**config.mk**
```make
export PLATFORM = sky130hd
export DESIGN_NAME = pdi_prep
export DESIGN_NICKNAME = d
export VERILOG_FILES = /design/src/rtl/core/pdi_pkg.sv /design/src/rtl/core/pdi_prep.sv
export SDC_FILE = /design/constraint.sdc
export NUM_CORES = 2
export LEC_CHECK = 0
export BUFFER_PORTS_ARGS = -buffer_cell sky130_fd_sc_hd__buf_2
export CAP_MARGIN = 20
export CORE_ASPECT_RATIO = 1.4
export CORE_MARGIN = 1
export CORE_UTILIZATION = 55
export DETAILED_ROUTE_END_ITERATION = 12
export HOLD_SLACK_MARGIN = 0.05
export PLACE_DENSITY = 0.71
export SYNTH_ARGS = -nofsm -noshare
export SYNTH_HDL_FRONTEND = slang
export SYNTH_SLANG_ARGS = --single-unit
```
**constraint.sdc**
```tcl
create_clock -name clk -period 15.06 [get_ports clk]
set_input_delay 2.259 -clock clk [delete_from_list [all_inputs] [get_ports clk]]
set_output_delay 2.259 -clock clk [all_outputs]
set_load 0.05 [all_outputs]
```
**src/rtl/core/pdi_pkg.sv**
```systemverilog
package pdi_pkg;

  localparam int COORD_BITS = 16;
  localparam int FIELD_W    = 16;
  localparam int DIFF_W     = COORD_BITS + 1;
  localparam int SQ_W       = 2 * COORD_BITS;
  localparam int ROOT_W     = 32;
  localparam int SUM_W      = ROOT_W + 2;
  localparam int ROOT_STEPS = ROOT_W / 2;
  localparam int STEP_W     = $clog2(ROOT_STEPS);
  localparam int DIST_W     = 16;

  localparam logic [ROOT_W-1:0] ROOT_START_MASK = 32'h4000_0000;
  localparam logic [DIST_W-1:0] DIST_MAX        = 16'h7FFF;
  localparam logic [SUM_W-1:0]  DIST_MAX_SQ     = SUM_W'(32767 * 32767);

  localparam logic OP_DIST_2D = 1'b0;
  localparam logic OP_DIST_3D = 1'b1;

  // Work item handed along the row of root cells.
  typedef struct packed {
    logic [ROOT_W-1:0] rem;
    logic [ROOT_W-1:0] root;
    logic              sat;
    logic              two_d;
  } root_item_t;

  // Takes the low COORD_BITS of a field and sign-extends them.
  function automatic logic signed [DIFF_W-1:0] coord_ext(input logic [FIELD_W-1:0] raw);
    logic signed [COORD_BITS-1:0] c;
    c = raw[COORD_BITS-1:0];
    return DIFF_W'(c);
  endfunction

endpackage

```
**src/rtl/core/pdi_prep.sv**
```systemverilog
module pdi_prep
  import pdi_pkg::*;
(
  input  logic               clk,
  input  logic               rst,
  input  logic               in_valid,
  output logic               in_stall,
  input  logic               op,
  input  logic [FIELD_W-1:0] first_x,
  input  logic [FIELD_W-1:0] first_y,
  input  logic [FIELD_W-1:0] first_z,
  input  logic [FIELD_W-1:0] second_x,
  input  logic [FIELD_W-1:0] second_y,
  input  logic [FIELD_W-1:0] second_z,
  output logic               out_valid,
  input  logic               out_stall,
  output root_item_t         out_item
);

  logic                     v1, v2, v3;
  logic                     op1, op2, op3;
  logic signed [DIFF_W-1:0] dx, dy, dz;
  logic [SQ_W-1:0]          sqx, sqy, sqz, sqz3;
  logic [SQ_W:0]            sum2;
  logic                     st1, st2, st3, st4;

  logic signed [2*DIFF_W-1:0] px, py, pz;
  logic [SUM_W-1:0]           sum2_ext, sum3;
  logic                       over;
  root_item_t                 item_next;

  // A stage holds only when it is full and the stage after it holds.
  assign st4      = out_valid && out_stall;
  assign st3      = v3 && st4;
  assign st2      = v2 && st3;
  assign st1      = v1 && st2;
  assign in_stall = st1;

  assign px = dx * dx;
  assign py = dy * dy;
  assign pz = dz * dz;

  always_comb begin
    sum2_ext        = SUM_W'(sum2);
    sum3            = sum2_ext + SUM_W'(sqz3);
    over            = (sum3 >= DIST_MAX_SQ);
    item_next.root  = '0;
    item_next.two_d = (op3 == OP_DIST_2D);
    item_next.sat   = (op3 == OP_DIST_3D) && over;
    if (op3 == OP_DIST_3D) begin
      item_next.rem = sum3[ROOT_W-1:0];
    end else begin
      item_next.rem = sum2_ext[ROOT_W-1:0];
    end
  end

  always_ff @(posedge clk) begin
    if (rst) begin
      v1        <= 1'b0;
      v2        <= 1'b0;
      v3        <= 1'b0;
      out_valid <= 1'b0;
    end else begin
      if (!st1) v1 <= in_valid;
      if (!st2) v2 <= v1;
      if (!st3) v3 <= v2;
      if (!st4) out_valid <= v3;
    end
    if (!st1) begin
      op1 <= op;
      dx  <= coord_ext(second_x) - coord_ext(first_x);
      dy  <= coord_ext(second_y) - coord_ext(first_y);
      dz  <= coord_ext(second_z) - coord_ext(first_z);
    end
    if (!st2) begin
      op2 <= op1;
      sqx <= px[SQ_W-1:0];
      sqy <= py[SQ_W-1:0];
      sqz <= pz[SQ_W-1:0];
    end
    if (!st3) begin
      op3  <= op2;
      sum2 <= {1'b0, sqx} + {1'b0, sqy};
      sqz3 <= sqz;
    end
    if (!st4) begin
      out_item <= item_next;
    end
  end

endmodule

```
==> impl_metrics.py <==
metrics = {
    "die": {
        "fp.dieArea_um2": 75760,
        "core_um2": 73970,
        "floorplan.rows": 118,
        "die_width_um": 232.9,
        "dieHeight_um": 325.3,
        "initial_core_utilization_pct": 55.51,
        "io-pin-count": 169,
    },
    "logic_synthesis": {
        "ys_async_sr_fraction_pct": 0,
        "post_synth_instance_area_um2": 41060,
        "postSynthCellCount": 4098,
        "avgSynthCellArea_um2": 10.02,
        "prevailing_post_synth_register_cell": "sky130_fd_sc_hd__edfxtp_1",
        "ys_types": 67,
        "synth_top_area_cell": "sky130_fd_sc_hd__fa_1",
        "ys_top_cells_by_area": "sky130_fd_sc_hd__fa_1 (38%), sky130_fd_sc_hd__edfxtp_1 (18%), sky130_fd_sc_hd__ha_1 (11%)",
        "synth_edf_count": 245,
        "yosysWarnings": 0,
        "synth_top_cell_area_share_pct": 37.59,
        "yosys_register_bits": 249,
        "synth-seq-area-share_pct": 18.11,
    },
    "sta": {
        "setup_ws_ps": 7893,
        "timing_hold_violations_final": 0,
        "worst_slew_pin_tran_ps": 974.9,
        "final_tns_setup_ps": 0,
        "period_share_pct": 47.59,
        "max_clock_freq_mhz": 139.5,
        "fin_worst_skew_ps": 52.37,
        "timing.slew.headroom_pct": 35.01,
        "setup_violations": 0,
        "finalMaxSlewViolations": 0,
        "grt_setup_unrepaired": "no",
        "timing.final.crit_period_ps": 7167,
    },
    "placement": {
        "routability_congestion": 0.8894,
        "hpwlAfterDp_um": 72450,
        "port-buffer-count": 136,
        "detailedPlace.worstSlack_ps": 7806,
    },
    "critical_path": {
        "r2r_start": "dy[4]",
        "criticalPathCategory": "flop to flop",
        "reg2reg_to": "sqy[30]",
        "startpoint_type": "flop",
        "crit_path_max_incr_delay_ps": 820,
        "reg2reg_setup_slack_ps": 7890,
        "timing.critical_path.max_delay_family": "adder cells",
        "number_of_cells_traversed_by_the_worst_register_to_register_path": 23,
        "worst-path-buf-inv": 5,
        "cp_max_fo": 19,
        "critical_path.cell_chain": "nand2_1 > fa_1 > inv_1 > fa_1 > inv_1 > fa_1 > inv_1 > ha_1 > fa_1 > inv_1 > fa_1 > inv_1 > ha_1 > a21o_1 > a21o_1 > a2111oi_0 > a21oi_1 > o311ai_2 > a31oi_1 > or4_1 > a31o_2 > a21oi_1 > xnor2_1",
        "worst-endpoint-required_ps": 15440,
        "timing.critical_path.slowest_stage_cell": "sky130_fd_sc_hd__edfxtp_1",
        "setup.worst_path.end_class": "flop",
        "worst-endpoint-arrival_ps": 7550,
    },
    "routing": {
        "vias": 27146,
        "postRouteAntennaNets": 0,
        "postRouteWirelength_um": 86410,
        "wl_per_cell_um": 16.70,
        "drcViolationCount": 0,
        "drt-initial-drc-count": 1285,
        "via_per_inst": 5.247,
        "detailedRoute.firstPassIterationCount": 5,
    },
    "worst_hold_path": {
        "worst_hold_startpoint": "sqz[23]",
        "hold_depth": 0,
        "hp-class": "flop to flop",
        "worstHoldEndpoint": "sqz3[23]",
    },
    "final_layout": {
        "share_of_final_layout_standard_cells_stronger_than_drive_strength_1_pct": 5.743,
        "antenna-diode-count": 0,
        "most-common-layout-cells": "sky130_fd_sc_hd__inv_1 (1090), sky130_fd_sc_hd__fa_1 (771), sky130_fd_sc_hd__ha_1 (360)",
        "seqCellArea_um2": 7437,
        "multiInputGateArea_um2": 29120,
        "nets": 5424,
        "layout.cells.most_common": "sky130_fd_sc_hd__inv_1",
        "layout-area-overhead-vs-synth_pct": 6.211,
        "fillerInstances": 6325,
    },
    "clocking": {
        "tritoncts_clock_tree": "done",
        "cts.repair_timing.setup_buffer_count": 0,
        "cts.reportedPaths.clkPinSlew_ps": 70,
        "cts_buffer_depth": 3,
        "clock-sinks": 249,
        "cts-hold-fix-buffers": 0,
        "clock_tree.htree_level_count": 1,
        "root_buffer": "sky130_fd_sc_hd__clkbuf_16",
        "numCtsBuffers": 28,
        "clock_insertion_delay_worst_skew_ps": 630,
        "cts-resized-gates": 0,
    },
    "global_route": {
        "largest_net_degree_at_the_start_of_global_routing": 66,
        "grt_pass1_wl_um": 142700,
        "number_of_global_route_vias_before_repair": 29028,
        "groute.usage.overall_pct": 24.03,
        "globalRouteOverflowTotal": 0,
        "grt_antenna_before_repair": 2,
    },
    "status": {
        "status": "complete, no violations",
    },
    "job": {
        "max_capacitance_violation_count": 0,
    },
}
-- registers in the layout, indices dropped and copies added, names as in the netlist --
signal,count
op3,1
sqz3,31
dx,17
dz,17
sum2,33
op1,1
sqx,31
v3,1
v2,1
v1,1
out_item,34
dy,17
op2,1
out_valid,1
sqz,31
sqy,31
-- layout make-up --
type,count,area share (%)
Sequential cell,249,17.05
Clock inverter,23,0.6972
Tap cell,960,2.755
Inverter,1091,9.391
Timing Repair Buffer,144,1.699
Clock buffer,29,1.615
Multi-Input combinational cell,2678,66.79
-- metrics by stage --
step / hold slack (ps) / instance area [um^2] / util, % / std cells
6_report: 416.7 / 43610 / 58.95 / 5174
5_1_grt: 423.0 / 43610 / 58.95 / 5174
4_1_cts: 418.5 / 43610 / 58.95 / 5174
3_5_place_dp: 404.5 / 42600 / 57.59 / 5122
3_3_place_gp: 400.7 / 42600 / 57.59 / 5122
2_1_floorplan: 400.3 / 41170 / - / 4129
-- synth_stat cells (3+ instances only) --
master and count:
sky130_fd_sc_hd__a32o_1 3, sky130_fd_sc_hd__o21ai_0 80, sky130_fd_sc_hd__or3_1 14, sky130_fd_sc_hd__and4_1 4
sky130_fd_sc_hd__and3_1 26, sky130_fd_sc_hd__a221oi_1 7, sky130_fd_sc_hd__a21oi_1 110, sky130_fd_sc_hd__nand3_1 32
sky130_fd_sc_hd__and2_1 166, sky130_fd_sc_hd__nand4b_1 3, sky130_fd_sc_hd__xnor2_1 161, sky130_fd_sc_hd__o2111a_1 4
sky130_fd_sc_hd__a2111oi_0 5, sky130_fd_sc_hd__o21a_1 21, sky130_fd_sc_hd__nand3b_1 3, sky130_fd_sc_hd__fa_1 771
sky130_fd_sc_hd__a31oi_1 12, sky130_fd_sc_hd__a21o_1 53, sky130_fd_sc_hd__nor2_1 160, sky130_fd_sc_hd__inv_1 1091
sky130_fd_sc_hd__edfxtp_1 245, sky130_fd_sc_hd__buf_4 32, sky130_fd_sc_hd__clkbuf_1 78, sky130_fd_sc_hd__nand2b_1 34
sky130_fd_sc_hd__o31a_1 7, sky130_fd_sc_hd__nand4_1 9, sky130_fd_sc_hd__o31ai_1 12, sky130_fd_sc_hd__dfxtp_1 4
sky130_fd_sc_hd__a211o_1 4, sky130_fd_sc_hd__mux2_2 27, sky130_fd_sc_hd__o211ai_1 5, sky130_fd_sc_hd__nor2b_1 57
sky130_fd_sc_hd__or4_1 6, sky130_fd_sc_hd__nor4_1 4, sky130_fd_sc_hd__a31o_2 9, sky130_fd_sc_hd__ha_1 360
sky130_fd_sc_hd__nor3_1 57, sky130_fd_sc_hd__or2_2 5, sky130_fd_sc_hd__a21boi_0 14, sky130_fd_sc_hd__o21bai_1 13
sky130_fd_sc_hd__nand2_1 294, sky130_fd_sc_hd__a211oi_1 19, sky130_fd_sc_hd__xor2_1 49
-- per-layer routing --
metal  GRT usage, %  up-vias  wire length [um]
li1               -    12718                 -
met5              0        -                 7
met3          2.332      195              3588
met1          28.61    13616             33000
met2          43.81      615             45880
met4          10.05        2              3925
-- worst max-delay path by stage --
stage | startpoint | to | slack, ps | depth (start not counted)
finish | dy[4] | sqy[30] | 7890 | 23
global route | dy[2] | sqy[30] | 7470 | 23
CTS | dy[4] | sqy[30] | 7850 | 23
detailed placement | dy[4] | sqy[30] | 7810 | 23
global placement | dy[4] | sqy[30] | 7960 | 23
floorplan | out_stall | in_stall | 8180 | 3
-- logic make-up (layout without fill, tap and decap cells) --
kind of cell             after synthesis  in the layout  synth area share (%)
flip-flops                           249            249                 18.11
AO/OA/AOI/OAI                        398            398                 6.321
buffers and inverters               1202           1287                 11.28
adder cells (fa/ha/maj)             1131           1131                 48.56
other                                  1             32              0.009134
AND/OR/NAND/NOR                      878            878                 10.44
XOR/XNOR                             210            210                 4.480
multiplexers                          29             29                0.7893
Power is left out: the tool's default activity adds up to more than one toggle a clock period on the data nets, which glitch-free logic cannot reach.
