--- src/rtl/core/pdi_pkg.sv ---
package pdi_pkg;

  localparam int COORD_BITS = 16;
  localparam int FIELD_W    = 16;
  localparam int DIFF_W     = COORD_BITS + 1;
  localparam int SQ_W       = 2 * COORD_BITS;
  localparam int ROOT_W     = 32;
  localparam int SUM_W      = ROOT_W + 2;
  localparam int ROOT_STEPS = ROOT_W / 2;
  localparam int STEP_W     = $clog2(ROOT_STEPS);
  localparam int DIST_W     = 16;

  localparam logic [ROOT_W-1:0] ROOT_START_MASK = 32'h4000_0000;
  localparam logic [DIST_W-1:0] DIST_MAX        = 16'h7FFF;
  localparam logic [SUM_W-1:0]  DIST_MAX_SQ     = SUM_W'(32767 * 32767);

  localparam logic OP_DIST_2D = 1'b0;
  localparam logic OP_DIST_3D = 1'b1;

  // Work item handed along the row of root cells.
  typedef struct packed {
    logic [ROOT_W-1:0] rem;
    logic [ROOT_W-1:0] root;
    logic              sat;
    logic              two_d;
  } root_item_t;

  // Takes the low COORD_BITS of a field and sign-extends them.
  function automatic logic signed [DIFF_W-1:0] coord_ext(input logic [FIELD_W-1:0] raw);
    logic signed [COORD_BITS-1:0] c;
    c = raw[COORD_BITS-1:0];
    return DIFF_W'(c);
  endfunction

endpackage

--- src/rtl/core/pdi_root_cell.sv ---
module pdi_root_cell
  import pdi_pkg::*;
(
  input  logic              clk,
  input  logic              rst,
  input  logic [STEP_W-1:0] step,
  input  logic              in_valid,
  output logic              in_stall,
  input  root_item_t        in_item,
  output logic              out_valid,
  input  logic              out_stall,
  output root_item_t        out_item
);

  logic [ROOT_W-1:0] mask;
  logic [ROOT_W-1:0] trial;
  root_item_t        item_next;

  assign in_stall = out_valid && out_stall;

  // One restoring step: the trial bit pair for this cell is fixed by its place.
  always_comb begin
    mask      = ROOT_START_MASK >> {step, 1'b0};
    trial     = in_item.root + mask;
    item_next = in_item;
    if (trial <= in_item.rem) begin
      item_next.rem  = in_item.rem - trial;
      item_next.root = (trial + mask) >> 1;
    end else begin
      item_next.root = in_item.root >> 1;
    end
  end

  always_ff @(posedge clk) begin
    if (rst) begin
      out_valid <= 1'b0;
    end else if (!in_stall) begin
      out_valid <= in_valid;
    end
    if (!in_stall) begin
      out_item <= item_next;
    end
  end

endmodule

--- config.mk ---
export PLATFORM = sky130hd
export DESIGN_NAME = pdi_root_cell
export DESIGN_NICKNAME = d
export VERILOG_FILES = /design/src/rtl/core/pdi_pkg.sv /design/src/rtl/core/pdi_root_cell.sv
export SDC_FILE = /design/constraint.sdc
export NUM_CORES = 1
export LEC_CHECK = 0
export BUFFER_PORTS_ARGS = -buffer_cell sky130_fd_sc_hd__clkbuf_2
export CELL_PAD_IN_SITES_DETAIL_PLACEMENT = 1
export CELL_PAD_IN_SITES_GLOBAL_PLACEMENT = 1
export CORE_ASPECT_RATIO = 1.5
export CORE_UTILIZATION = 46
export CTS_CLUSTER_SIZE = 10
export DETAILED_ROUTE_END_ITERATION = 10
export PLACE_DENSITY_LB_ADDON = 0.1
export SYNTH_ARGS = -nofsm -noshare
export SYNTH_HDL_FRONTEND = slang
export SYNTH_SLANG_ARGS = --single-unit
--- constraint.sdc ---
create_clock -name clk -period 11.4 [get_ports clk]
set_clock_uncertainty 0.05 [all_clocks]
set_input_delay 2.28 -clock clk [delete_from_list [all_inputs] [get_ports clk]]
set_output_delay 2.28 -clock clk [all_outputs]
set_load 0.01 [all_outputs]
==> results.tsv, run 1 <==
metric	value	unit
status	complete, no violations	
most frequent cells after synthesis	96 x nand2_1, 75 x a21oi_1, 65 x edfxtp_1, 65 x nor2_1, 64 x ha_1	
fin cells	1202	
register area	1970	um^2
maximum vdd drop	57.6	uV
GRT Total Usage	0.282	
total grt overflow	0	
Ports	142	
hold crit path type	register to register	
Avg Cell Area, Syn	8.42	um^2
final worst path period share	0.771	
share of layout cells above drive strength 1	0.198	
Clock Pin Slew Worst Setup and Hold Paths	0.07	ns
Core Region	15700	um^2
Critical Path AT	8.83	ns
unrepaired setup endpoints after global routing	no	
post-cts resize count	0	
Pwr Total	0.000966	W
Peak Freq	0.114	GHz
post-synthesis sequential area ratio	0.265	
most area-hungry cell type in the Yosys netlist	edfxtp_1	
initial antenna violation count	0	
ANT cells	0	
Final HPWL DP	18600	um
count of warnings emitted by yosys	0	
Fin. Hold Viols	0	
DRC violations left	0	
hold_buf cts	0	
post-synthesis async set-or-reset flop share	0	
placed instance count	1186	
Port-buffer cells	140	
Max Buffers Root-to-Sink	2	
post-layout min period	8.78	ns
LEAKAGE	3.70	nW
Primary FF master, synth	edfxtp_1	
Max Cap Violations	0	
Cell Area, Placed	8200	um^2
pin count of the biggest net entering global routing	67	
first-pass GRT wire length	36600	um
Pwr per Cell Area	114	nW/um^2
vias in the first global route	7193	
critical path class	input port to register	
clk root buf	clkbuf_16	
most used cell, CP	a21oi_1	
Hold Slack	1.02	ns
Net Count, Synth	1023	
synth top area cells	edfxtp_1 26%, ha_1 11%, xnor2_1 6.1%	
CP Capture Type	register	
drt first pass iters	4	
detailed-route wire length	23300	um
H-tree depth	3	
CTS tree	yes	
Mapped Cells	884	
CP max FO	41	
count leader, synth	nand2_1	
die area	16700	um^2
CP Launch Type	input port	
Area growth syn-to-layout	14.1	%
Layout Nets	1133	
Cell variety after synth	86	
Via Count	7140	
fill count	1996	
die width	106	um
Post-synth EDFFs	65	
vias per inst	5.94	
Worst EP required	11.45	ns
Num Clock Sinks	66	
WL/cell	19.4	um
area of the multi-input gates	5080	um^2
row cnt	56	
area fraction of the dominant cell type after synthesis	0.262	
final setup violation count	0	
area of the mapped netlist	7440	um^2
post-CTS setup buffer count	0	
drt first-iter violations	283	
GPL Wtd Cong	0.913	
Die Height	158	um
number of CTS-inserted buffers	9	
pins over their slew limit	0	
Setup TNS	0	ns
DRT antenna net count	0	
Slew @ Worst Pin	1.11	ns
CP max stage delay	0.84	ns
critical path's slowest cell	nor2b_4	
Yosys reg bits	66	
fin area	8490	um^2
Worst-Skew Late Latency	0.34	ns
Initial Utilization	0.474	
Slew HR	0.257	
stage by stage:
stage,util,setup WS [ns]
final,0.541,2.62
after global routing,0.541,1.98
after CTS,0.541,2.71
after detailed placement,0.522,2.36
after global placement,0.522,2.65
after floorplan,-,3.95
area by class of cell:
| class | count | share of cell area |
|---|---|---|
| multi-input cells | 729 | 0.599 |
| inverters | 46 | 0.0203 |
| flip-flops and latches | 66 | 0.232 |
| clock inverters | 5 | 0.00664 |
| clock buffers | 11 | 0.0274 |
| repair buffers | 142 | 0.0843 |
| well taps | 203 | 0.0299 |
cell usage in the layout (no fill, tap or decap), drive strengths merged, types with 23 or more instances in the layout:
cell / count
ha: 64
xor2: 34
inv: 46
nand2: 97
nor3: 23
a31oi: 25
edfxtp: 65
o21ai: 51
xnor2: 52
clkbuf: 151
a21oi: 75
nor2: 65
cells by family after synthesis:
logic type	count (synthesis)	share of synthesized area
flops	66	0.265
mux	11	0.0161
xor+xnor	86	0.101
simple gates	299	0.201
compound gates	266	0.251
fa+ha+maj	66	0.112
buf+inv	89	0.0535
other cells	1	0.000504
power breakdown:
| part | switching [W] | internal (W) | total (W) |
|---|---|---|---|
| registers | 0.0000120 | 0.000317 | 0.000329 |
| clock network | 0.000116 | 0.000169 | 0.000285 |
| logic | 0.000217 | 0.000136 | 0.000352 |
state kept, by name, summed over array words and instances (netlist names):
signal / flops
out_item: 65
out_valid: 1
layer usage:
| layer | routed length (um) | part of all wire | global-route usage | vias up |
|---|---|---|---|---|
| met4 | 503 | 0.022 | 0.0926 | 0 |
| met5 | 0 | 0 | 0 | - |
| met2 | 12000 | 0.52 | 0.519 | 158 |
| met1 | 9900 | 0.43 | 0.334 | 3474 |
| li1 | - | - | - | 3479 |
| met3 | 876 | 0.038 | 0.0379 | 29 |
final timing paths:
kind | from | endpoint | slack (ns) | cells after the start
hold / removal | out_valid | out_item[0] | 1.02 | 2
setup reg to reg | out_valid | out_item[27] | 9.86 | 2
setup / recovery | step[2] | out_item[26] | 2.62 | 25
hold reg to reg | out_valid | out_item[0] | 1.02 | 2
critical path, delay by kind of cell:
family | cells | cell delay [ns]
AOI/OAI and AO/OA | 11 | 2.85
and+or+nand+nor | 7 | 1.66
adders and majority gates | 3 | 0.98
buffers and inverters | 3 | 0.75
xor gates and xnor gates | 1 | 0.31
Power figures use the tool's default switching activity.
==> inputs of run 2 (changes only) <==
--- a/config.mk
+++ b/config.mk
@@ -9,7 +9,7 @@
 export CELL_PAD_IN_SITES_DETAIL_PLACEMENT = 1
 export CELL_PAD_IN_SITES_GLOBAL_PLACEMENT = 1
 export CORE_ASPECT_RATIO = 1.5
-export CORE_UTILIZATION = 46
+export CORE_UTILIZATION = 39
 export CTS_CLUSTER_SIZE = 10
 export DETAILED_ROUTE_END_ITERATION = 10
 export PLACE_DENSITY_LB_ADDON = 0.1
==> constraint.sdc (replaced) <==
create_clock -name clk -period 7.1 [get_ports clk]
set_clock_uncertainty 0.05 [all_clocks]
set_input_delay 1.42 -clock clk [delete_from_list [all_inputs] [get_ports clk]]
set_output_delay 1.42 -clock clk [all_outputs]
set_load 0.01 [all_outputs]
==> run 2 against run 1 <==
  * Sequential power rose by 60%
  * Setup slack got worse by 2.2 ns
  * Combinational power rose by 69%
  * Critical path depth did not move
  * Cell count rose by 7.2%
  * Hold slack got worse by 0.0077 ns
  * Non-clock buffer count rose by 38
  * Power rose by 72%
  * Final area rose by 5.3%
  * Critical endpoint is now out_item[7]
  * Largest power group unchanged
==> results.tsv, run 2 (synthesized netlist as in run 1, its figures left out) <==
metric	value	unit
status	complete, no violations	
Die Height	171	um
post-layout min period	6.67	ns
Ports	142	
vias per inst	5.57	
DP Worst Slack	-0.234	ns
Fin. Hold Viols	0	
Via Count	7182	
number of flip-flops in the largest register	65	
number of CTS-inserted buffers	9	
commonest non-fill, non-tap cells in the layout	140 x clkbuf_2, 95 x nand2_1, 75 x a21oi_1	
pins over their slew limit	0	
Core Region	18600	um^2
drt first pass iters	4	
CP max FO	10	
first-pass GRT wire length	38100	um
Hold Slack	1.01	ns
Regs by FF count	out_item: 65 flops, out_valid: 1 flops	
unrepaired setup endpoints after global routing	no	
Peak Freq	0.150	GHz
area of the multi-input gates	5090	um^2
detailed-route wire length	24500	um
fill count	2393	
hold_buf cts	0	
Slew @ Worst Pin	0.962	ns
vias in the first global route	7224	
total grt overflow	0	
final setup violation count	0	
die area	19600	um^2
Port-buffer cells	140	
hold crit path type	register to register	
post-CTS setup buffer count	0	
final worst setup slack	0.429	ns
Worst EP required	7.15	ns
Max Buffers Root-to-Sink	2	
die width	115	um
row cnt	61	
share of layout cells above drive strength 1	0.230	
GRT Total Usage	0.259	
maximum vdd drop	113	uV
Reg with most FFs	out_item	
Max Cap Violations	0	
initial antenna violation count	0	
CP Launch Type	input port	
CP Capture Type	register	
Pwr per Cell Area	185	nW/um^2
pin count of the biggest net entering global routing	67	
most common cell after layout, fill and taps aside	clkbuf_2	
Area growth syn-to-layout	20.1	%
CTS tree	yes	
WL/cell	19.0	um
ANT cells	0	
Worst-Skew Late Latency	0.35	ns
GPL Wtd Cong	0.858	
DRT antenna net count	0	
H-tree depth	3	
Pwr Total	0.00166	W
Initial Utilization	0.399	
Final HPWL DP	20600	um
Num Clock Sinks	66	
critical path class	input port to register	
Clock Pin Slew Worst Setup and Hold Paths	0.06	ns
final worst path period share	0.940	
Layout Nets	1171	
DRC violations left	0	
drt first-iter violations	210	
Slew HR	0.353	
LEAKAGE	3.92	nW
register area	1970	um^2
Critical Path AT	6.72	ns
clk root buf	clkbuf_16	
run 2: metal layers:
| layer | share of wire | track usage | up-vias |
|---|---|---|---|
| li1 | - | - | 3549 |
| met1 | 0.37 | 0.264 | 3412 |
| met2 | 0.54 | 0.494 | 161 |
| met4 | 0.051 | 0.149 | 0 |
| met5 | 0 | 0 | - |
| met3 | 0.036 | 0.0379 | 60 |
run 2: area by class of cell:
class,count,share of cell area
Clock inverter,7,0.0139
Tap cell,252,0.0353
Sequential cell,66,0.221
Multi-Input combinational cell,729,0.569
Timing Repair Buffer,180,0.116
Inverter,46,0.0193
Clock buffer,9,0.0252
run 2: final timing paths:
| kind | startpoint | to | slack [ns] | cells past startpoint |
|---|---|---|---|---|
| max | step[3] | out_item[7] | 0.43 | 25 |
| min | out_valid | out_item[52] | 1.01 | 2 |
| max reg2reg | out_valid | out_item[26] | 5.59 | 2 |
| min reg2reg | out_valid | out_item[52] | 1.01 | 2 |
run 2: stage by stage:
stage | TNS, ns | cells | utilization | instance area, um^2
finish | 0 | 1289 | 0.480 | 8940
global route | 0 | 1289 | 0.480 | 8940
CTS | 0 | 1289 | 0.480 | 8930
detailed placement | -2.07 | 1273 | 0.461 | 8580
global placement | 0 | 1273 | 0.461 | 8580
floorplan | 0 | 884 | - | 7440
run 2: worst max-delay path, cell delays in order:
cell	delay, ns
clkbuf_2	0.19
nand2_1	0.12
nor2_1	0.20
ha_1	0.28
ha_1	0.28
nand2_1	0.10
a21oi_1	0.23
a21oi_1	0.12
o21bai_1	0.24
a21oi_1	0.13
o311a_1	0.41
o41ai_1	0.27
buf_4	0.18
nand2_1	0.07
xnor2_1	0.21
inv_1	0.09
ha_1	0.36
a21o_1	0.18
a21oi_1	0.16
o211ai_1	0.11
o311ai_1	0.43
nor2b_4	0.45
buf_4	0.24
buf_4	0.14
o21ai_0	0.09
run 2: report_power, final:
part	leakage [nW]	internal (W)	total (W)	switching, W
registers	0.684	0.000508	0.000527	0.0000185
logic	3.07	0.000241	0.000595	0.000354
clock network	0.167	0.000346	0.000535	0.000189
run 2: timing repair:
| item | 4_1_cts | 5_1_grt |
|---|---|---|
| endpoints found under the hold margin | 0 | 0 |
| gates resized for setup | 0 | 3 |
| endpoints found under the setup margin | 0 | 50 |
